<file path="src/tksd_pkg.sv">
// Shared types and constants for the terminal key sequence decoder.
// Depends on nothing; used by tksd_decode and terminal_key_sequence_decoder.
`timescale 1ns / 1ps

package tksd_pkg;

  localparam int CODE_W = 21;
  localparam int KEY_W  = 5;

  // One input item: a console byte, or an idle marker
  typedef struct packed {
    logic       idle;
    logic [7:0] data;
  } item_t;

  // One key event
  typedef struct packed {
    logic              ctrl;
    logic              shift;
    logic [CODE_W-1:0] code;
    logic              kind;
  } result_t;

  // Event kinds
  localparam logic KIND_CHAR = 1'b0;
  localparam logic KIND_CTRL = 1'b1;

  // Control key codes
  localparam logic [KEY_W-1:0] KEY_ESCAPE = 5'd0;
  localparam logic [KEY_W-1:0] KEY_UP     = 5'd1;
  localparam logic [KEY_W-1:0] KEY_DOWN   = 5'd2;
  localparam logic [KEY_W-1:0] KEY_RIGHT  = 5'd3;
  localparam logic [KEY_W-1:0] KEY_LEFT   = 5'd4;
  localparam logic [KEY_W-1:0] KEY_END    = 5'd5;
  localparam logic [KEY_W-1:0] KEY_HOME   = 5'd6;
  localparam logic [KEY_W-1:0] KEY_F1     = 5'd7;
  localparam logic [KEY_W-1:0] KEY_F6     = 5'd12;
  localparam logic [KEY_W-1:0] KEY_F9     = 5'd15;
  localparam logic [KEY_W-1:0] KEY_INSERT = 5'd19;
  localparam logic [KEY_W-1:0] KEY_DELETE = 5'd20;
  localparam logic [KEY_W-1:0] KEY_PGUP   = 5'd21;
  localparam logic [KEY_W-1:0] KEY_PGDN   = 5'd22;
  localparam logic [KEY_W-1:0] KEY_PASTE0 = 5'd23;
  localparam logic [KEY_W-1:0] KEY_PASTE1 = 5'd24;

  // Byte values of interest
  localparam logic [7:0] CH_ESC   = 8'h1B;
  localparam logic [7:0] CH_LBRK  = 8'h5B; // '['
  localparam logic [7:0] CH_O     = 8'h4F;
  localparam logic [7:0] CH_LB    = 8'h62; // 'b'
  localparam logic [7:0] CH_LF    = 8'h66; // 'f'
  localparam logic [7:0] CH_P     = 8'h50;
  localparam logic [7:0] CH_S     = 8'h53;
  localparam logic [7:0] CH_A     = 8'h41;
  localparam logic [7:0] CH_B     = 8'h42;
  localparam logic [7:0] CH_C     = 8'h43;
  localparam logic [7:0] CH_D     = 8'h44;
  localparam logic [7:0] CH_F     = 8'h46;
  localparam logic [7:0] CH_H     = 8'h48;
  localparam logic [7:0] CH_0     = 8'h30;
  localparam logic [7:0] CH_1     = 8'h31;
  localparam logic [7:0] CH_2     = 8'h32;
  localparam logic [7:0] CH_3     = 8'h33;
  localparam logic [7:0] CH_4     = 8'h34;
  localparam logic [7:0] CH_5     = 8'h35;
  localparam logic [7:0] CH_6     = 8'h36;
  localparam logic [7:0] CH_7     = 8'h37;
  localparam logic [7:0] CH_8     = 8'h38;
  localparam logic [7:0] CH_9     = 8'h39;
  localparam logic [7:0] CH_SEMI  = 8'h3B;
  localparam logic [7:0] CH_TILDE = 8'h7E;
  localparam logic [7:0] CH_CARET = 8'h5E;

  // UTF-8 lead byte masks and patterns
  localparam logic [7:0] UTF_MASK1 = 8'h80;
  localparam logic [7:0] UTF_MASK2 = 8'hE0;
  localparam logic [7:0] UTF_LEAD2 = 8'hC0;
  localparam logic [7:0] UTF_MASK3 = 8'hF0;
  localparam logic [7:0] UTF_LEAD3 = 8'hE0;
  localparam logic [7:0] UTF_MASK4 = 8'hF8;
  localparam logic [7:0] UTF_LEAD4 = 8'hF0;

endpackage

</file>
<file path="src/tksd_decode.sv">
// Sequence parser: phase state, held bytes, UTF-8 accumulator and the result register.
// Depends on tksd_pkg.
`timescale 1ns / 1ps

module tksd_decode (
  input  logic             clk,
  input  logic             rst_n,
  input  logic             itm_vld,   // item waiting in the input register
  input  tksd_pkg::item_t  itm,
  output logic             itm_take,  // item consumed this cycle
  output logic             res_vld,
  output tksd_pkg::result_t res,
  input  logic             res_take
);

  typedef enum logic [3:0] {
    PH_IDLE, PH_ESC, PH_CSI, PH_SS3, PH_C1A, PH_C1B, PH_C1SEMI,
    PH_C2A, PH_C2B, PH_C2C, PH_CNUM, PH_C3X, PH_UTF8
  } phase_t;

  phase_t                         phase_r, phase_nxt;
  logic [7:0]                     h0_r, h0_nxt, h1_r, h1_nxt, h2_r, h2_nxt;
  logic [tksd_pkg::CODE_W-1:0]    acc_r, acc_nxt;
  logic [1:0]                     rem_r, rem_nxt;
  logic                           res_vld_r, res_vld_nxt;
  tksd_pkg::result_t              res_r, res_nxt;

  logic                           emit;
  logic                           ekind, eshift, ectrl;
  logic [tksd_pkg::CODE_W-1:0]    ecode;
  logic [tksd_pkg::KEY_W-1:0]     key;
  logic [7:0]                     b;
  logic                           term;  // '~' or '^'
  logic [tksd_pkg::CODE_W-1:0]    acc_sh;
  logic [1:0]                     rem_dec;

  assign itm_take = itm_vld && (!res_vld_r || res_take);
  assign res_vld  = res_vld_r;
  assign res      = res_r;

  assign b       = itm.data;
  assign term    = (b == tksd_pkg::CH_TILDE) || (b == tksd_pkg::CH_CARET);
  assign acc_sh  = {acc_r[tksd_pkg::CODE_W-7:0], b[5:0]};
  assign rem_dec = rem_r - 2'd1;

  // Next-state and event decode for one item
  always_comb begin
    phase_nxt = phase_r;
    h0_nxt    = h0_r;
    h1_nxt    = h1_r;
    h2_nxt    = h2_r;
    acc_nxt   = acc_r;
    rem_nxt   = rem_r;
    emit      = 1'b0;
    ekind     = tksd_pkg::KIND_CTRL;
    key       = tksd_pkg::KEY_ESCAPE;
    ecode     = '0;
    eshift    = 1'b0;
    ectrl     = 1'b0;

    if (itm.idle) begin
      // idle ends whatever is open; only a lone ESC gives a key
      phase_nxt = PH_IDLE;
      rem_nxt   = 2'd0;
      emit      = (phase_r == PH_ESC);
      key       = tksd_pkg::KEY_ESCAPE;
    end else begin
      // default outcome: sequence closed (emit or drop)
      phase_nxt = PH_IDLE;
      case (phase_r)
        PH_IDLE: begin
          if (b == tksd_pkg::CH_ESC) begin
            phase_nxt = PH_ESC;
          end else if ((b & tksd_pkg::UTF_MASK1) == 8'h00) begin
            emit  = 1'b1;
            ekind = tksd_pkg::KIND_CHAR;
          end else if ((b & tksd_pkg::UTF_MASK2) == tksd_pkg::UTF_LEAD2) begin
            acc_nxt   = tksd_pkg::CODE_W'(b[4:0]);
            rem_nxt   = 2'd1;
            phase_nxt = PH_UTF8;
          end else if ((b & tksd_pkg::UTF_MASK3) == tksd_pkg::UTF_LEAD3) begin
            acc_nxt   = tksd_pkg::CODE_W'(b[3:0]);
            rem_nxt   = 2'd2;
            phase_nxt = PH_UTF8;
          end else if ((b & tksd_pkg::UTF_MASK4) == tksd_pkg::UTF_LEAD4) begin
            acc_nxt   = tksd_pkg::CODE_W'(b[2:0]);
            rem_nxt   = 2'd3;
            phase_nxt = PH_UTF8;
          end else begin
            rem_nxt = 2'd0;
          end
        end
        PH_UTF8: begin
          acc_nxt = acc_sh;
          rem_nxt = rem_dec;
          if (rem_dec == 2'd0) begin
            emit  = 1'b1;
            ekind = tksd_pkg::KIND_CHAR;
          end else begin
            phase_nxt = PH_UTF8;
          end
        end
        PH_ESC: begin
          if (b == tksd_pkg::CH_LBRK) begin
            phase_nxt = PH_CSI;
          end else if (b == tksd_pkg::CH_O) begin
            phase_nxt = PH_SS3;
          end else if (b == tksd_pkg::CH_LB) begin
            emit = 1'b1; key = tksd_pkg::KEY_LEFT; ectrl = 1'b1;
          end else if (b == tksd_pkg::CH_LF) begin
            emit = 1'b1; key = tksd_pkg::KEY_RIGHT; ectrl = 1'b1;
          end else begin
            rem_nxt = 2'd0;
          end
        end
        PH_SS3: begin
          if (b >= tksd_pkg::CH_P && b <= tksd_pkg::CH_S) begin
            emit = 1'b1;
            key  = tksd_pkg::KEY_F1 + tksd_pkg::KEY_W'(b[1:0]);
          end else begin
            rem_nxt = 2'd0;
          end
        end
        PH_CSI: begin
          if (b == tksd_pkg::CH_A) begin
            emit = 1'b1; key = tksd_pkg::KEY_UP;
          end else if (b == tksd_pkg::CH_B) begin
            emit = 1'b1; key = tksd_pkg::KEY_DOWN;
          end else if (b == tksd_pkg::CH_C) begin
            emit = 1'b1; key = tksd_pkg::KEY_RIGHT;
          end else if (b == tksd_pkg::CH_D) begin
            emit = 1'b1; key = tksd_pkg::KEY_LEFT;
          end else if (b == tksd_pkg::CH_F) begin
            emit = 1'b1; key = tksd_pkg::KEY_END;
          end else if (b == tksd_pkg::CH_H) begin
            emit = 1'b1; key = tksd_pkg::KEY_HOME;
          end else if (b == tksd_pkg::CH_1) begin
            phase_nxt = PH_C1A;
          end else if (b == tksd_pkg::CH_2) begin
            phase_nxt = PH_C2A;
          end else if (b >= tksd_pkg::CH_3 && b <= tksd_pkg::CH_8) begin
            h0_nxt    = b;
            phase_nxt = PH_CNUM;
          end else begin
            rem_nxt = 2'd0;
          end
        end
        PH_C1A: begin
          h1_nxt    = b;
          phase_nxt = PH_C1B;
        end
        PH_C1B: begin
          if (term) begin
            ectrl = (b == tksd_pkg::CH_CARET);
            if (h1_r >= tksd_pkg::CH_1 && h1_r <= tksd_pkg::CH_5) begin
              emit = 1'b1;
              key  = tksd_pkg::KEY_F1 + tksd_pkg::KEY_W'(h1_r - tksd_pkg::CH_1);
            end else if (h1_r >= tksd_pkg::CH_7 && h1_r <= tksd_pkg::CH_9) begin
              emit = 1'b1;
              key  = tksd_pkg::KEY_F6 + tksd_pkg::KEY_W'(h1_r - tksd_pkg::CH_7);
            end else begin
              rem_nxt = 2'd0;
            end
          end else if (h1_r == tksd_pkg::CH_SEMI && b == tksd_pkg::CH_2) begin
            phase_nxt = PH_C1SEMI;
          end else begin
            rem_nxt = 2'd0;
          end
        end
        PH_C1SEMI: begin
          eshift = 1'b1;
          if (b == tksd_pkg::CH_C) begin
            emit = 1'b1; key = tksd_pkg::KEY_RIGHT;
          end else if (b == tksd_pkg::CH_D) begin
            emit = 1'b1; key = tksd_pkg::KEY_LEFT;
          end else begin
            rem_nxt = 2'd0;
          end
        end
        PH_C2A: begin
          if (b == tksd_pkg::CH_TILDE) begin
            emit = 1'b1; key = tksd_pkg::KEY_INSERT;
          end else begin
            h1_nxt    = b;
            phase_nxt = PH_C2B;
          end
        end
        PH_C2B: begin
          if (term) begin
            ectrl = (b == tksd_pkg::CH_CARET);
            emit  = 1'b1;
            // F9-F12 plain, F5-F8 as the shifted group
            case (h1_r)
              tksd_pkg::CH_0: key = tksd_pkg::KEY_F1 + 5'd8;
              tksd_pkg::CH_1: key = tksd_pkg::KEY_F1 + 5'd9;
              tksd_pkg::CH_3: key = tksd_pkg::KEY_F1 + 5'd10;
              tksd_pkg::CH_4: key = tksd_pkg::KEY_F1 + 5'd11;
              tksd_pkg::CH_5: begin key = tksd_pkg::KEY_F1 + 5'd4; eshift = 1'b1; end
              tksd_pkg::CH_6: begin key = tksd_pkg::KEY_F1 + 5'd5; eshift = 1'b1; end
              tksd_pkg::CH_8: begin key = tksd_pkg::KEY_F1 + 5'd6; eshift = 1'b1; end
              tksd_pkg::CH_9: begin key = tksd_pkg::KEY_F1 + 5'd7; eshift = 1'b1; end
              default: begin
                emit    = 1'b0;
                rem_nxt = 2'd0;
              end
            endcase
          end else begin
            h2_nxt    = b;
            phase_nxt = PH_C2C;
          end
        end
        PH_C2C: begin
          // bracketed paste: CSI 2 0 0 ~ / CSI 2 0 1 ~
          if (b == tksd_pkg::CH_TILDE && h1_r == tksd_pkg::CH_0 &&
              h2_r == tksd_pkg::CH_0) begin
            emit = 1'b1; key = tksd_pkg::KEY_PASTE0;
          end else if (b == tksd_pkg::CH_TILDE && h1_r == tksd_pkg::CH_0 &&
                       h2_r == tksd_pkg::CH_1) begin
            emit = 1'b1; key = tksd_pkg::KEY_PASTE1;
          end else begin
            rem_nxt = 2'd0;
          end
        end
        PH_CNUM: begin
          if (b == tksd_pkg::CH_TILDE) begin
            emit = 1'b1;
            case (h0_r)
              tksd_pkg::CH_3: key = tksd_pkg::KEY_DELETE;
              tksd_pkg::CH_5: key = tksd_pkg::KEY_PGUP;
              tksd_pkg::CH_6: key = tksd_pkg::KEY_PGDN;
              tksd_pkg::CH_7: key = tksd_pkg::KEY_HOME;
              default:        key = tksd_pkg::KEY_END;
            endcase
          end else if (h0_r == tksd_pkg::CH_3) begin
            h1_nxt    = b;
            phase_nxt = PH_C3X;
          end else begin
            rem_nxt = 2'd0;
          end
        end
        PH_C3X: begin
          // shifted F9-F12 as CSI 3 x ~
          if (b == tksd_pkg::CH_TILDE && h1_r >= tksd_pkg::CH_1 &&
              h1_r <= tksd_pkg::CH_4) begin
            emit   = 1'b1;
            eshift = 1'b1;
            key    = tksd_pkg::KEY_F9 + tksd_pkg::KEY_W'(h1_r - tksd_pkg::CH_1);
          end else begin
            rem_nxt = 2'd0;
          end
        end
        default: begin
          rem_nxt = 2'd0;
        end
      endcase
    end

    // event code: byte or code point for characters, key number otherwise
    if (ekind == tksd_pkg::KIND_CHAR) begin
      ecode  = (phase_r == PH_UTF8) ? acc_sh : tksd_pkg::CODE_W'(b);
      eshift = 1'b0;
      ectrl  = 1'b0;
    end else begin
      ecode = tksd_pkg::CODE_W'(key);
    end
  end

  // Result register
  always_comb begin
    res_vld_nxt = res_vld_r && !res_take;
    res_nxt     = res_r;
    if (itm_take && emit) begin
      res_vld_nxt   = 1'b1;
      res_nxt.kind  = ekind;
      res_nxt.code  = ecode;
      res_nxt.shift = eshift;
      res_nxt.ctrl  = ectrl;
    end
  end

  // State and result registers
  always_ff @(posedge clk) begin
    if (!rst_n) begin
      phase_r   <= PH_IDLE;
      acc_r     <= '0;
      rem_r     <= 2'd0;
      res_vld_r <= 1'b0;
    end else begin
      res_vld_r <= res_vld_nxt;
      if (itm_take) begin
        phase_r <= phase_nxt;
        acc_r   <= acc_nxt;
        rem_r   <= rem_nxt;
      end
    end
  end

  // Held bytes and result payload carry no reset
  always_ff @(posedge clk) begin
    res_r <= res_nxt;
    if (itm_take) begin
      h0_r <= h0_nxt;
      h1_r <= h1_nxt;
      h2_r <= h2_nxt;
    end
  end

endmodule

</file>
<file path="src/terminal_key_sequence_decoder.sv">
// Top level of the terminal key sequence decoder: input register and stream ports.
// Depends on tksd_pkg and tksd_decode.
`timescale 1ns / 1ps

// Decodes console bytes into key events, one byte per clock. A byte (or an
// idle marker, in_tuser high) is taken into an input register, then parsed
// against the open escape or UTF-8 sequence in a single step that loads the
// result register; an item that completes a key gives one event, others give
// none. out_tvalid rises once the item that completes a key has passed from
// the input register into the result register; a waiting event stalls that
// step. A new item is accepted every cycle as long as the result side keeps
// taking events: the only limit is the single result register. While an event
// waits with out_tready low, no item is parsed, the input register holds and
// in_tready drops once it is full; in_tready follows out_tready in the same
// cycle. Both event kinds carry their code (code point or key number) in
// out_tdata; out_tuser holds the event kind and the shift/control flags.
module terminal_key_sequence_decoder (
  input  logic        clk,
  input  logic        rst_n,
  input  logic        in_tvalid,
  output logic        in_tready,
  input  logic [7:0]  in_tdata,   // [7:0] in_byte
  input  logic [0:0]  in_tuser,   // [0] byte_idle
  output logic        out_tvalid,
  input  logic        out_tready,
  output logic [23:0] out_tdata,  // [20:0] key_code, [23:21] zero
  output logic [2:0]  out_tuser   // [0] event_kind, [1] shift_flag, [2] control_flag
);

  logic              itm_vld_r, itm_vld_nxt;
  tksd_pkg::item_t   itm_r, itm_nxt;
  logic              itm_take;
  logic              in_acc;
  tksd_pkg::result_t res;

  assign in_tready = !itm_vld_r || itm_take;
  assign in_acc    = in_tvalid && in_tready;

  // Input register
  always_comb begin
    itm_vld_nxt = itm_vld_r && !itm_take;
    itm_nxt     = itm_r;
    if (in_acc) begin
      itm_vld_nxt  = 1'b1;
      itm_nxt.data = in_tdata;
      itm_nxt.idle = in_tuser[0];
    end
  end

  always_ff @(posedge clk) begin
    if (!rst_n) begin
      itm_vld_r <= 1'b0;
    end else begin
      itm_vld_r <= itm_vld_nxt;
    end
  end

  always_ff @(posedge clk) begin
    itm_r <= itm_nxt;
  end

  tksd_decode u_decode (
    .clk      (clk),
    .rst_n    (rst_n),
    .itm_vld  (itm_vld_r),
    .itm      (itm_r),
    .itm_take (itm_take),
    .res_vld  (out_tvalid),
    .res      (res),
    .res_take (out_tready)
  );

  // Pack the result item
  assign out_tdata = {3'b000, res.code};
  assign out_tuser = {res.ctrl, res.shift, res.kind};

endmodule

</file>
<file path="config.mk">
export PLATFORM = sky130hd
export DESIGN_NAME = terminal_key_sequence_decoder
export DESIGN_NICKNAME = d
export VERILOG_FILES = /design/src/tksd_pkg.sv /design/src/tksd_decode.sv /design/src/terminal_key_sequence_decoder.sv
export SDC_FILE = /design/constraint.sdc
export NUM_CORES = 1
export LEC_CHECK = 0
export ABC_CLOCK_PERIOD_IN_PS = 9600
export BUFFER_PORTS_ARGS = -buffer_cell sky130_fd_sc_hd__buf_2
export CAP_MARGIN = 10
export CORE_MARGIN = 3
export CORE_UTILIZATION = 64
export DETAILED_ROUTE_END_ITERATION = 7
export PLACE_DENSITY_LB_ADDON = 0.2
export SYNTH_ARGS = -nofsm -noshare
export SYNTH_HDL_FRONTEND = slang
export SYNTH_SLANG_ARGS = --single-unit
</file>
<file path="constraint.sdc">
create_clock -name clk -period 9.6 [get_ports clk]
set_input_delay 0.48 -clock clk [delete_from_list [all_inputs] [get_ports clk]]
set_output_delay 0.48 -clock clk [all_outputs]
set_load 0.005 [all_outputs]
</file>
# After elaboration in Yosys (flattened, before gate mapping)
# Index checks and enable logic that the tools add are counted.
# W data, S select, Z words.
dict set report word_totals {
  romBits 0
  elab_cells 299
  mem_bits_rw 0
  input_bits 13
  output_inout_bits 29
  mem_count 0
  reg_bits 80
  latch_bits 0
}
dict set report op_classes {
  mux 136
  n_lt_le_gt_ge 9
  n_mul 0
  reduce_logical 39
  n_div 0
  n_shift 0
  bitwise 12
  addsub 7
  n_eq_ne 80
}
# operator n
set op_table {}
lappend op_table {{$eq A8 B6 Y1 const B} 17}
lappend op_table {{$mux W5} 21}
lappend op_table {{$eq A8 B7 Y1 const B} 12}
lappend op_table {{$mux W4} 22}
lappend op_table {{$mux W15} 5}
lappend op_table {{$ne A3 B3 Y1 const B} 24}
lappend op_table {{$mux W2} 35}
lappend op_table {{$pmux W5 S10} 1}
lappend op_table {{$pmux W5 S8} 1}
lappend op_table {{$pmux W4 S9} 1}
lappend op_table {{$mux W1} 35}
lappend op_table {{$le A8 B6 Y1 const B} 4}
lappend op_table {{$mux W8} 4}
lappend op_table {{$pmux W15 S2} 1}
lappend op_table {{$reduce_and A30 Y1} 1}
lappend op_table {{$eq A4 B4 Y1 const B} 6}
lappend op_table {{$ge A8 B6 Y1 const B} 3}
lappend op_table {{$pmux W2 S12} 1}
lappend op_table {{$pmux W8 S3} 1}
lappend op_table {{$pmux W5 S4} 1}
lappend op_table {{$eq A4 B3 Y1 const B} 4}
lappend op_table {{$logic_and A1 B1 Y1} 15}
lappend op_table {{$not A1 Y1} 12}
lappend op_table {{$reduce_and A12 Y1} 1}
lappend op_table {{34 further kinds} 55}

# Depth between registers and ports, before layout
# Gate-level depths: netlist of run 1.
dict set report logic_depth {
  depth_word 13
  ltp_mapped 10
  ltp_nobuf 8
}

# Hierarchy
# From an unflattened synthesis of run 1, not the netlist that was laid out.
dict set report hier_totals {
  hier_cells 513
  hier_area_um2 4875.9
}
# mod cells_per_inst area_each_um2 seq_area_each_um2 instances
set modules_own_cells {}
lappend modules_own_cells {tksd_decode 495 4521.8 1881.8 1}
lappend modules_own_cells {terminal_key_sequence_decoder 18 354.1 290.3 1}

# Least setup slack after synthesis of run 1
# OpenSTA, ideal clock, no wires.
dict set report synth_path {
  kind {reg2reg}
  start {register u_decode.h1_r[0]}
  end {register u_decode.res_r, in the netlist u_decode.res[0], enable pin}
  required_ns 9.175
  period_less_slack_ns 3.190
  arrival_ns 2.765
  setup_time_ns 0.425
  path_slack_ns 6.410
  path_buffers 2
  path_stages_with_launch 11
  cell_sequence {edfxtp_1 > clkbuf_1 > inv_1 > ha_1 > buf_4 > xor2_1 > a21oi_1 > o311ai_1 > nand4b_1 > o221ai_1 > nand2_1}
}
dict set report synth_via {
  elab_chain_len 8
}
# element line_no
set synth_lines {}
lappend synth_lines {{start: declaration} tksd_decode.sv:22} ;# logic [7:0] h0_r, h0_nxt, h1_r, h1_nxt, h2_r, h2_nxt;
lappend synth_lines {{start signal: assignment} tksd_decode.sv:303} ;# h1_r <= h1_nxt;
lappend synth_lines {{$ge A8 B6 Y1 (tied with other cells)} tksd_decode.sv:158} ;# end else if (h1_r >= tksd_pkg::CH_7 && h1_r <= tksd_pkg::CH_9) begin
lappend synth_lines {{$logic_and A1 B1 Y1 (on tied branches)} {tksd_decode.sv:158, tksd_decode.sv:214, tksd_decode.sv:217}}
lappend synth_lines {{$mux W1 / $logic_and A1 B1 Y1 (equally long branches)} {tksd_decode.sv:158, tksd_decode.sv:217}}
lappend synth_lines {{$mux W1 (on tied branches)} {tksd_decode.sv:155, tksd_decode.sv:217}}
lappend synth_lines {{$mux W1 (on tied branches)} {tksd_decode.sv:153, tksd_decode.sv:214}}
lappend synth_lines {{$pmux W1 S11 (*)} tksd_decode.sv:70} ;# case (phase_r)
lappend synth_lines {{$mux W1 (*)} tksd_decode.sv:61} ;# if (itm.idle) begin
lappend synth_lines {{$logic_and A1 B1 Y1 (*)} tksd_decode.sv:272} ;# if (itm_take && emit) begin
lappend synth_lines {{end signal: assignment} tksd_decode.sv:300} ;# res_r <= res_nxt;
lappend synth_lines {{end: declaration} tksd_decode.sv:26} ;# tksd_pkg::result_t res_r, res_nxt;
# Every way passes the cells marked *; elsewhere a longest branch is shown, timed or not.
# A chain may end at the register's enable or synchronous reset.

# Worst setup path after layout of run 1
# Same ends and word-level chain as after synthesis.

==> impl_results.md, run 1 <==
- GRT overflow: 0
- WP data arrival: 3.68 ns
- Synth Area in Adders: 3.22%
- Die height: 91.3 um
- Synth area leader: edfxtp_1
- Synth Area in Compound Gates: 18.0%
- RSZ-0062 raised after global routing: no
- Max-slew violation count: 0
- Clock Power Share: 42.0%
- Residual DRC: 0
- Slew margin rel.: 19.0%
- Switching Fraction: 23.5%
- WHS Path Cells: 1
- Leakage component of the power: 1.82 nW
- Min-Delay Endpoint: itm_r[8]
- Sinks on Clock Net: 80
- MaxCap Viol Count: 0
- Synth area leaders: edfxtp_1 (37%), dfxtp_1 (9.9%), a21oi_1 (4.2%)
- Main combinational cell family by area after synthesis: simple AND/OR/NAND/NOR gates
- Min-Delay Startpoint: in_tuser
- Fillers: 551
- Initial Util: 67.4%
- Antenna violations before repair: 0
- EDFF count, synth: 57
- CP max-delay cell: edfxtp_1
- CTS H-tree depth: 3
- Vias in the first global route: 3703
- Largest net degree at the start of global routing: 25
- Clock slew at reported path FFs: 0.10 ns
- Detailed-route via count: 4133
- Pre-antenna DRT Iters: 5
- Port bufs: 38
- Routed Antenna Nets: 0
- GPL Wtd Cong: 1.03
- Most frequent cells in the layout: edfxtp_1 (57), nand2_1 (48), nor2_1 (39), a21oi_1 (39), buf_2 (38)
- Total track usage: 31.0%
- Syn-to-layout area delta: 9.40%
- Clock buffer depth: 2
- Sequential fraction of the synthesis area: 46.6%
- Flop-to-flop setup slack: 5.82 ns
- Final setup violation count: 0
- Vias per cell: 6.73
- Post-synth ARST share: 0%
- Cell Rows: 30
- Sequential Area: 2170 um2
- Run status: completed
- Synth Area in XOR/XNOR: 1.50%
- Mapped Area: 4660 um2
- Cell Pwr Density: 142 nW/um2
- DR iter-0 viols: 525
- Final #Nets: 538
- Internal: 555 uW
- DR WL/cell: 20.7 um
- First-pass GRT wire length: 19900 um
- Die area: 8340 um2
- CTS tree: built
- Core Area: 6910 um2
- Critical R2R Capture: u_decode.res[0]
- DP HPWL: 9050 um
- Tcrit/Tclk final: 39.4%
- Setup tns final: 0 ns
- Worst path max stage delay: 0.65 ns
- Combinational share of power: 4.9%
- Fmax achieved: 264 MHz
- Fin. Hold Viols: 0
- Postcts setup bufs: 0
- Worst slew pin tran: 1.21 ns
- Cell count after synthesis: 492
- Worst reg2reg path depth: 8
- Cell Chain, Critical Path: inv_1, ha_1, xor2_1, a21oi_1, o311ai_1, nand4b_1, o221ai_1, nand2_1
- Clock root cell: clkbuf_8
- CP Launch Type: register
- Clk_lat worst skew: 0.36 ns
- Multi-input gate area in the final layout: 2280 um2
- NetSw: 170 uW
- Die Wd: 91.3 um
- Simple-gate area share of the yosys netlist: 24.7%
- Post-synthesis register bit count: 80
- Top cell type's share of synthesized area: 36.7%
- CP Max Fanout: 24
- R2R Path Start: u_decode.h1_r[0]
- Worst EP required: 9.50 ns
- N_diodes: 0
- Layout cells sized above 1: 13.1%
- Worst Path Buf+Inv: 1
- Crit Path Class: reg -> reg
- Resized Gates After CTS: 0
- Yosys warnings: 0
- Most common cell after layout, fill and taps aside: edfxtp_1
- DP Worst Slack: 5.88 ns
- Hold buffer count at cts: 0
- Routed WL: 12700 um
- Min Tclk post-route: 3.78 ns
- Fin Clk Skew: 0.0140 ns
- HP Class: in -> reg
- Number of clock buffers inserted by TritonCTS: 9
- I/O pins: 42
- Max VDD drop: 0.000135 V
- Post-synth cell types: 71
- Share of power burned in registers: 53.1%
- Post-synthesis mux area share: 1.13%
- Worst path top cell family by delay: compound AO/OA/AOI/OAI gates
- Worst Setup End Kind: register
- Main synth FF type: edfxtp_1
- Mean Syn Cell Area: 9.47 um2
- Hold_ws: 0.280 ns
- Final worst slack: 5.82 ns
## worst max path at each step
stage | start | cells after the start | endpoint
detailed placement | u_decode.h1_r[0] | 8 | u_decode.res[19]
finish | u_decode.h1_r[0] | 8 | u_decode.res[0]
floorplan | u_decode.h1_r[0] | 10 | u_decode.res[0]
global route | u_decode.h1_r[0] | 8 | u_decode.res[12]
CTS | u_decode.h1_r[0] | 8 | u_decode.res[1]
global placement | u_decode.h1_r[0] | 8 | u_decode.res[14]
## synth_stat cells, types with 5 or more instances
cell type,number
clkbuf_1,17
nor2_1,39
nor3_1,8
a21oi_1,39
o21a_1,5
and3_1,5
o31ai_1,5
nor4bb_1,5
a211oi_1,5
and2_1,21
buf_2,8
nand2b_1,13
o22ai_1,7
nand2_1,48
nand3_1,23
or4_1,5
a31oi_1,6
o21ai_0,16
edfxtp_1,57
xnor2_1,6
or2_2,5
ha_1,12
inv_1,19
nor4_1,5
nor2b_1,6
dfxtp_1,23
## kinds of logic (layout without fill, tap and decap cells)
logic type      count (synthesis)  in the layout
fa+ha+maj                      12             12
other cells                     1              3
xor+xnor                        8              8
simple gates                  209            209
buf+inv                        51             75
compound gates                126            126
flops                          80             80
mux                             5              5
## flip-flops by register name, summed over array words and instances (netlist names)
signal,count
u_decode.res,24
u_decode.acc_r,15
itm_r,9
u_decode.h0_r,8
u_decode.h1_r,8
u_decode.h2_r,8
u_decode.phase_r,4
u_decode.rem_r,2
itm_vld_r,1
u_decode.res_vld,1
## power by group through the flow
stage          Combinational (mW)  Clock (mW)  Sequential (mW)
6_report                   0.0356       0.304            0.385
5_1_grt                    0.0387       0.320            0.385
4_1_cts                    0.0346       0.305            0.384
3_5_place_dp               0.0341           0            0.392
3_3_place_gp               0.0340           0            0.392
2_1_floorplan              0.0271           0            0.385
## final cells by class
class	instances	area share (%)
Sequential cell	80	42.6
Clock buffer	10	2.92
Multi-Input combinational cell	363	44.7
Clock inverter	6	2.01
Inverter	19	1.40
Timing Repair Buffer	40	4.03
Tap cell	96	2.36
## per-layer routing
layer / vias to the layer above / GRT usage, % / routed length [um]
met5: - / 0 / 0
met4: 0 / 9.67 / 348
met3: 48 / 7.04 / 1520
met2: 304 / 47.5 / 5790
met1: 1913 / 43.9 / 5040
li1: 1868 / - / -
## metrics by stage
step	total power [mW]	instances	utilization, %	area (um2)
floorplan	0.412	494	-	4670
global placement	0.426	598	70.1	4840
detailed placement	0.426	598	70.1	4840
CTS	0.724	614	73.8	5100
global route	0.744	614	73.8	5100
finish	0.725	614	73.8	5100
No activity file was read; power rests on OpenSTA's default activity.
==> inputs of run 2 (changes only) <==
--- a/config.mk
+++ b/config.mk
@@ -5,11 +5,12 @@
 export SDC_FILE = /design/constraint.sdc
 export NUM_CORES = 1
 export LEC_CHECK = 0
-export ABC_CLOCK_PERIOD_IN_PS = 9600
+export ABC_AREA = 1
+export ABC_CLOCK_PERIOD_IN_PS = 3200
 export BUFFER_PORTS_ARGS = -buffer_cell sky130_fd_sc_hd__buf_2
 export CAP_MARGIN = 10
 export CORE_MARGIN = 3
-export CORE_UTILIZATION = 64
+export CORE_UTILIZATION = 54
 export DETAILED_ROUTE_END_ITERATION = 7
 export PLACE_DENSITY_LB_ADDON = 0.2
 export SYNTH_ARGS = -nofsm -noshare
==> constraint.sdc (replaced) <==
create_clock -name clk -period 3.2 [get_ports clk]
set_input_delay 0.16 -clock clk [delete_from_list [all_inputs] [get_ports clk]]
set_output_delay 0.16 -clock clk [all_outputs]
set_load 0.005 [all_outputs]
==> run 2 against run 1 <==
Effect of this change:
- via count up 9.9%
- cell count rose by 29%
- final area up 6.7%
- first-iteration DRC count decreased by 10%
- total power increased to 2.8 times the previous value
==> impl_results.md, run 2 <==
- CTS H-tree depth: 3
- Routed Antenna Nets: 0
- Setup tns final: 0 ns
- Detailed-route via count: 4544
- Synth area leader: edfxtp_1
- Number of clock buffers inserted by TritonCTS: 9
- Fillers: 747
- Clock buffer depth: 2
- DR WL/cell: 18.0 um
- Min Tclk post-route: 2.82 ns
- Worst Path Buf+Inv: 5
- N_diodes: 0
- Post-synthesis register bit count: 80
- WP data arrival: 2.84 ns
- Post-synth ARST share: 0%
- RSZ-0062 raised after global routing: no
- Final setup violation count: 0
- Tcrit/Tclk final: 88.1%
- Leakage component of the power: 2.37 nW
- Postcts setup bufs: 0
- Final worst slack: 0.382 ns
- Final #Nets: 708
- Core Area: 8460 um2
- Mean Syn Cell Area: 7.70 um2
- Worst EP required: 3.23 ns
- Commonest cells post-synth: nand2_1 (129), inv_1 (85), nor2_1 (84), edfxtp_1 (57), nand3_1 (45)
- DP Worst Slack: 0.484 ns
- Largest net degree at the start of global routing: 31
- DR iter-0 viols: 470
- DP HPWL: 10800 um
- CTS tree: built
- GPL Wtd Cong: 1.12
- Antenna violations before repair: 0
- Fin Clk Skew: 0.0112 ns
- Syn-to-layout area delta: 11.9%
- Max VDD drop: 0.000315 V
- Total track usage: 29.1%
- Mapped Area: 4860 um2
- Layout cells sized above 1: 15.3%
- Vias per cell: 5.73
- Die height: 101 um
- Most frequent cells in the layout: nand2_1 (129), inv_1 (85), nor2_1 (84)
- Die area: 10200 um2
- Clock slew at reported path FFs: 0.09 ns
- Cell Chain, Critical Path: inv_1, ha_1, inv_1, nor2_1, inv_1, a21oi_1, nand2_1, nand3_1, nor2_1, nand3_1, nand2_1, nand2_1, nand2_1, inv_1, buf_4
- CP max-delay cell: edfxtp_1
- Run status: completed
- Residual DRC: 0
- Crit Path Class: reg -> reg
- Cell Rows: 33
- Yosys warnings: 0
- MaxCap Viol Count: 0
- CP Launch Type: register
- Routed WL: 14200 um
- Slew margin rel.: 52.1%
- Main synth FF type: edfxtp_1
- Max-slew violation count: 0
- Synth area leaders: edfxtp_1 (35%), nand2_1 (10%), dfxtp_1 (9.5%)
- Pre-antenna DRT Iters: 5
- Fmax achieved: 355 MHz
- Worst path top cell family by delay: simple AND/OR/NAND/NOR gates
- Cell Pwr Density: 377 nW/um2
- Post-synth cell types: 40
- Initial Util: 57.4%
- Vias in the first global route: 4219
- Dominant cell by count in the synthesized netlist: nand2_1
- Sinks on Clock Net: 80
- Clock root cell: clkbuf_8
- Die Wd: 101 um
- Sequential fraction of the synthesis area: 44.7%
- Fin. Hold Viols: 0
- Port bufs: 38
- EDFF count, synth: 57
- Max reg flops: 24
- Worst slew pin tran: 0.716 ns
- HP Class: in -> reg
- Clk_lat worst skew: 0.36 ns
- First-pass GRT wire length: 22300 um
- Worst path max stage delay: 0.57 ns
- Most common cell after layout, fill and taps aside: nand2_1
- CP Max Fanout: 24
- I/O pins: 42
- GRT overflow: 0
- Top cell type's share of synthesized area: 35.2%
- Cell count after synthesis: 631
- Worst Setup End Kind: register
[run 2: cell count changes in the layout (fill, tap and decap cells not counted), sizes merged, moves of 8 or more]
cell,delta
nor3,+8
o21ai,+14
dlygate4sd3,+9
nand3,+25
inv,+73
nand2,+97
and2,-21
nor2,+60
nand2b,-13
[run 2: tightest hold or removal path: cells and delay by family]
kind	cells	cell delay (ns)
compound gates	1	0.06
buf+inv	2	0.15
[run 2: stage by stage]
stage | instances | total power [mW] | instance area [um2] | hold slack (ns) | utilization, %
floorplan | 633 | 1.25 | 4860 | 0.259 | -
global placement | 768 | 1.30 | 5150 | 0.337 | 60.8
detailed placement | 768 | 1.31 | 5150 | 0.338 | 60.8
CTS | 793 | 2.05 | 5440 | 0.0529 | 64.2
global route | 793 | 2.12 | 5440 | 0.0709 | 64.2
finish | 793 | 2.05 | 5440 | 0.0719 | 64.2
[run 2: power by group]
group | total [mW] | internal [mW] | switching (mW)
sequential | 1.15 | 1.13 | 0.0254
clock | 0.755 | 0.381 | 0.374
combinational | 0.146 | 0.0479 | 0.0984
[run 2: final timing paths]
check	start	end	slack, ns	depth (start not counted)
worst max-delay path	itm_r[0]	u_decode.res[16]	0.38	15
worst min register to register	u_decode.acc_r[0]	u_decode.acc_r[0]	0.47	2
worst max register to register	itm_r[0]	u_decode.res[16]	0.38	15
worst min-delay path	in_tvalid	itm_vld_r	0.07	3
[run 2: logic make-up (layout without fill, tap and decap cells)]
logic type	after synthesis	count (layout)	share of synthesized area, %
buf+inv	110	165	9.07
compound gates	100	100	11.8
flops	80	80	44.7
fa+ha+maj	12	12	3.09
other cells	1	3	0.0772
xor+xnor	8	8	1.44
simple gates	320	320	29.8
[run 2: timing repair]
action | 4_1_cts | 5_1_grt
hold buffers | 9 | 0
gates resized for setup | 0 | 0
endpoints found under the setup margin | 0 | 0
endpoints found under the hold margin | 9 | 0
[run 2: layer usage]
metal / share of wire, % / global-route usage, % / wire (um)
met5: 0 / 0 / 0
met4: 2.6 / 8.91 / 368
met3: 9.0 / 6.57 / 1280
met2: 45 / 43.7 / 6440
met1: 43 / 42.0 / 6150
[run 2: cell type report]
cell class | instances | area, um2 | share of cell area (%)
Inverter | 97 | 364 | 6.70
Clock inverter | 5 | 56.3 | 1.04
Multi-Input combinational cell | 443 | 2250 | 41.4
Clock buffer | 11 | 141 | 2.60
Tap cell | 105 | 131 | 2.42
Sequential cell | 80 | 2170 | 40.0
Timing Repair Buffer | 52 | 318 | 5.85
==> inputs of run 3 (changes only) <==
--- a/config.mk
+++ b/config.mk
@@ -6,12 +6,13 @@
 export NUM_CORES = 1
 export LEC_CHECK = 0
 export ABC_AREA = 1
-export ABC_CLOCK_PERIOD_IN_PS = 3200
+export ABC_CLOCK_PERIOD_IN_PS = 3270
 export BUFFER_PORTS_ARGS = -buffer_cell sky130_fd_sc_hd__buf_2
 export CAP_MARGIN = 10
 export CORE_MARGIN = 3
-export CORE_UTILIZATION = 54
+export CORE_UTILIZATION = 65
 export DETAILED_ROUTE_END_ITERATION = 7
+export HOLD_SLACK_MARGIN = 0.08
 export PLACE_DENSITY_LB_ADDON = 0.2
 export SYNTH_ARGS = -nofsm -noshare
 export SYNTH_HDL_FRONTEND = slang
==> constraint.sdc (replaced) <==
create_clock -name clk -period 3.27 [get_ports clk]
set_input_delay 0.1635 -clock clk [delete_from_list [all_inputs] [get_ports clk]]
set_output_delay 0.1635 -clock clk [all_outputs]
set_load 0.005 [all_outputs]
==> run 3 against run 2 <==
Effect of this change:
- hold slack better by 0.018 ns
- clock power is 2.6% lower
- sequential power hardly changed
- non-clock buffer count is 2 higher
- maximum frequency is 1.3% higher
- critical path depth is 1 lower
- wire length is 4.6% lower
- cell count is 0.76% lower
- die area is 16% lower
- total power is 2.4% lower
- sequential share of layout area hardly changed
- largest cell class unchanged
==> impl_results.md, run 3 (synthesis results as in run 2) <==
- Run status: completed
- Hold_ws: 0.0899 ns
- GR Util met3: 6.34%
- Core Area: 7020 um2
- CP Launch Type: register
- GR Util met2: 52.7%
- Layout cells sized above 1: 15.4%
- RSZ-0062 raised after global routing: no
- First-pass GRT wire length: 21900 um
- CP Max Fanout: 24
- DP HPWL: 9910 um
- Switching Fraction: 23.9%
- CTS tree: built
- Routed WL: 13600 um
- Residual DRC: 0
- Min-Delay Startpoint: rst_n
- I/O pins: 42
- Postcts setup bufs: 0
- Vias in the first global route: 4474
- Leakage component of the power: 2.38 nW
- Die Wd: 92.4 um
- GR Layer Usage met1: 44.8%
- Internal: 1.52 mW
- Clock slew at reported path FFs: 0.08 ns
- Final #Nets: 710
- Cell Pwr Density: 368 nW/um2
- Cell Rows: 30
- Most common cell after layout, fill and taps aside: nand2_1
- MaxCap Viol Count: 0
- Worst EP required: 3.30 ns
- Sequential Area: 2170 um2
- Clk_lat worst skew: 0.36 ns
- Number of clock buffers inserted by TritonCTS: 9
- DR WL/cell: 17.3 um
- Final setup violation count: 0
- Clock root cell: clkbuf_8
- Detailed-route via count: 4703
- Fillers: 526
- Die area: 8550 um2
- Multi-input gate area in the final layout: 2250 um2
- HP Class: in -> reg
- Max VDD drop: 0.000346 V
- Most frequent cells in the layout: nand2_1 (129), inv_1 (85), nor2_1 (84)
- Worst slew pin tran: 0.861 ns
- Worst Setup End Kind: register
- GPL Wtd Cong: 1.04
- Clock Power Share: 36.7%
- WP data arrival: 2.81 ns
- Initial Util: 69.2%
- Total track usage: 33.1%
- Max reg flops: 24
- Pre-antenna DRT Iters: 5
- Tcrit/Tclk final: 85.1%
- DR iter-0 viols: 495
- R2R Path Start: itm_r[1]
- GRT overflow: 0
- Syn-to-layout area delta: 12.0%
- Gr busiest metal: met2
- CTS H-tree depth: 3
- Min Tclk post-route: 2.78 ns
- Combinational share of power: 7.1%
- Crit Path Class: reg -> reg
- Sinks on Clock Net: 80
- Fmax achieved: 360 MHz
- Slew margin rel.: 42.6%
- NetSw: 480 uW
- DP Worst Slack: 0.596 ns
- Clock buffer depth: 2
- Routed Antenna Nets: 0
- CP Launch Point: itm_r[1]
- Post-Layout Cell Count: 787
- Die height: 92.4 um
- Setup tns final: 0 ns
- Largest net degree at the start of global routing: 25
- Max-slew violation count: 0
- Share of power burned in registers: 56.2%
- Antenna violations before repair: 1
- Vias per cell: 5.98
- Inst Count DP: 760
- Port bufs: 38
- Final worst slack: 0.489 ns
- Fin. Hold Viols: 0
- Fin Clk Skew: 0.0115 ns
run 3: cell count changes in the layout (fill, tap and decap cells not counted), sizes merged:
cell	change
inv	+3
clkinv	-2
buf	+1
diode	+1
clkinvlp	-1
dlygate4sd3	+1
run 3: power groups by stage:
| stage | combinational, mW | clock [mW] | sequential, mW |
|---|---|---|---|
| 2_1_floorplan | 0.0890 | 0 | 1.14 |
| 3_3_place_gp | 0.124 | 0 | 1.15 |
| 3_5_place_dp | 0.127 | 0 | 1.15 |
| 4_1_cts | 0.137 | 0.732 | 1.12 |
| 5_1_grt | 0.157 | 0.775 | 1.13 |
| 6_report | 0.142 | 0.735 | 1.13 |
run 3: repair_timing:
action,CTS,global route
hold buffers,10,0
endpoints found under the hold margin,10,0
resized for setup,0,0
run 3: critical path, cell delays in order (launching register included):
cell,delay [ns]
edfxtp_1,0.61
ha_1,0.27
inv_1,0.11
nor2_4,0.21
nand2_2,0.14
nor3_2,0.21
nand2_1,0.13
nand2_2,0.09
inv_2,0.05
nand3_1,0.08
nand2_1,0.05
nand2_1,0.05
nand2_1,0.08
inv_1,0.06
buf_4,0.31
run 3: metrics by stage:
stage	power (mW)	utilization (%)	cell area, um2
2_1_floorplan	1.23	-	4860
3_3_place_gp	1.27	73.3	5140
3_5_place_dp	1.27	73.3	5140
4_1_cts	1.99	77.5	5440
5_1_grt	2.06	77.5	5440
6_report	2.00	77.5	5440
run 3: final cells by class:
cell class / count / share of cell area (%)
multi-input cells: 443 / 41.4
flip-flops and latches: 80 / 39.9
inverters: 97 / 6.69
repair buffers: 54 / 6.16
clock buffers: 11 / 2.60
well taps: 96 / 2.21
clock inverters: 5 / 0.989
diodes: 1 / 0.0460
run 3: metal layers:
metal  up-vias  share of wire [%]
li1       2188                  -
met1      2147                 40
met2       309                 46
met3        59                 10
met4         0                3.6
met5         -                  0
run 3: final timing paths:
check | end | slack (ns) | cells past startpoint
hold / removal | u_decode.acc_r[2] | 0.09 | 3
setup / recovery | u_decode.res[3] | 0.49 | 14
hold reg to reg | u_decode.acc_r[0] | 0.47 | 2
setup reg to reg | u_decode.res[3] | 0.49 | 14
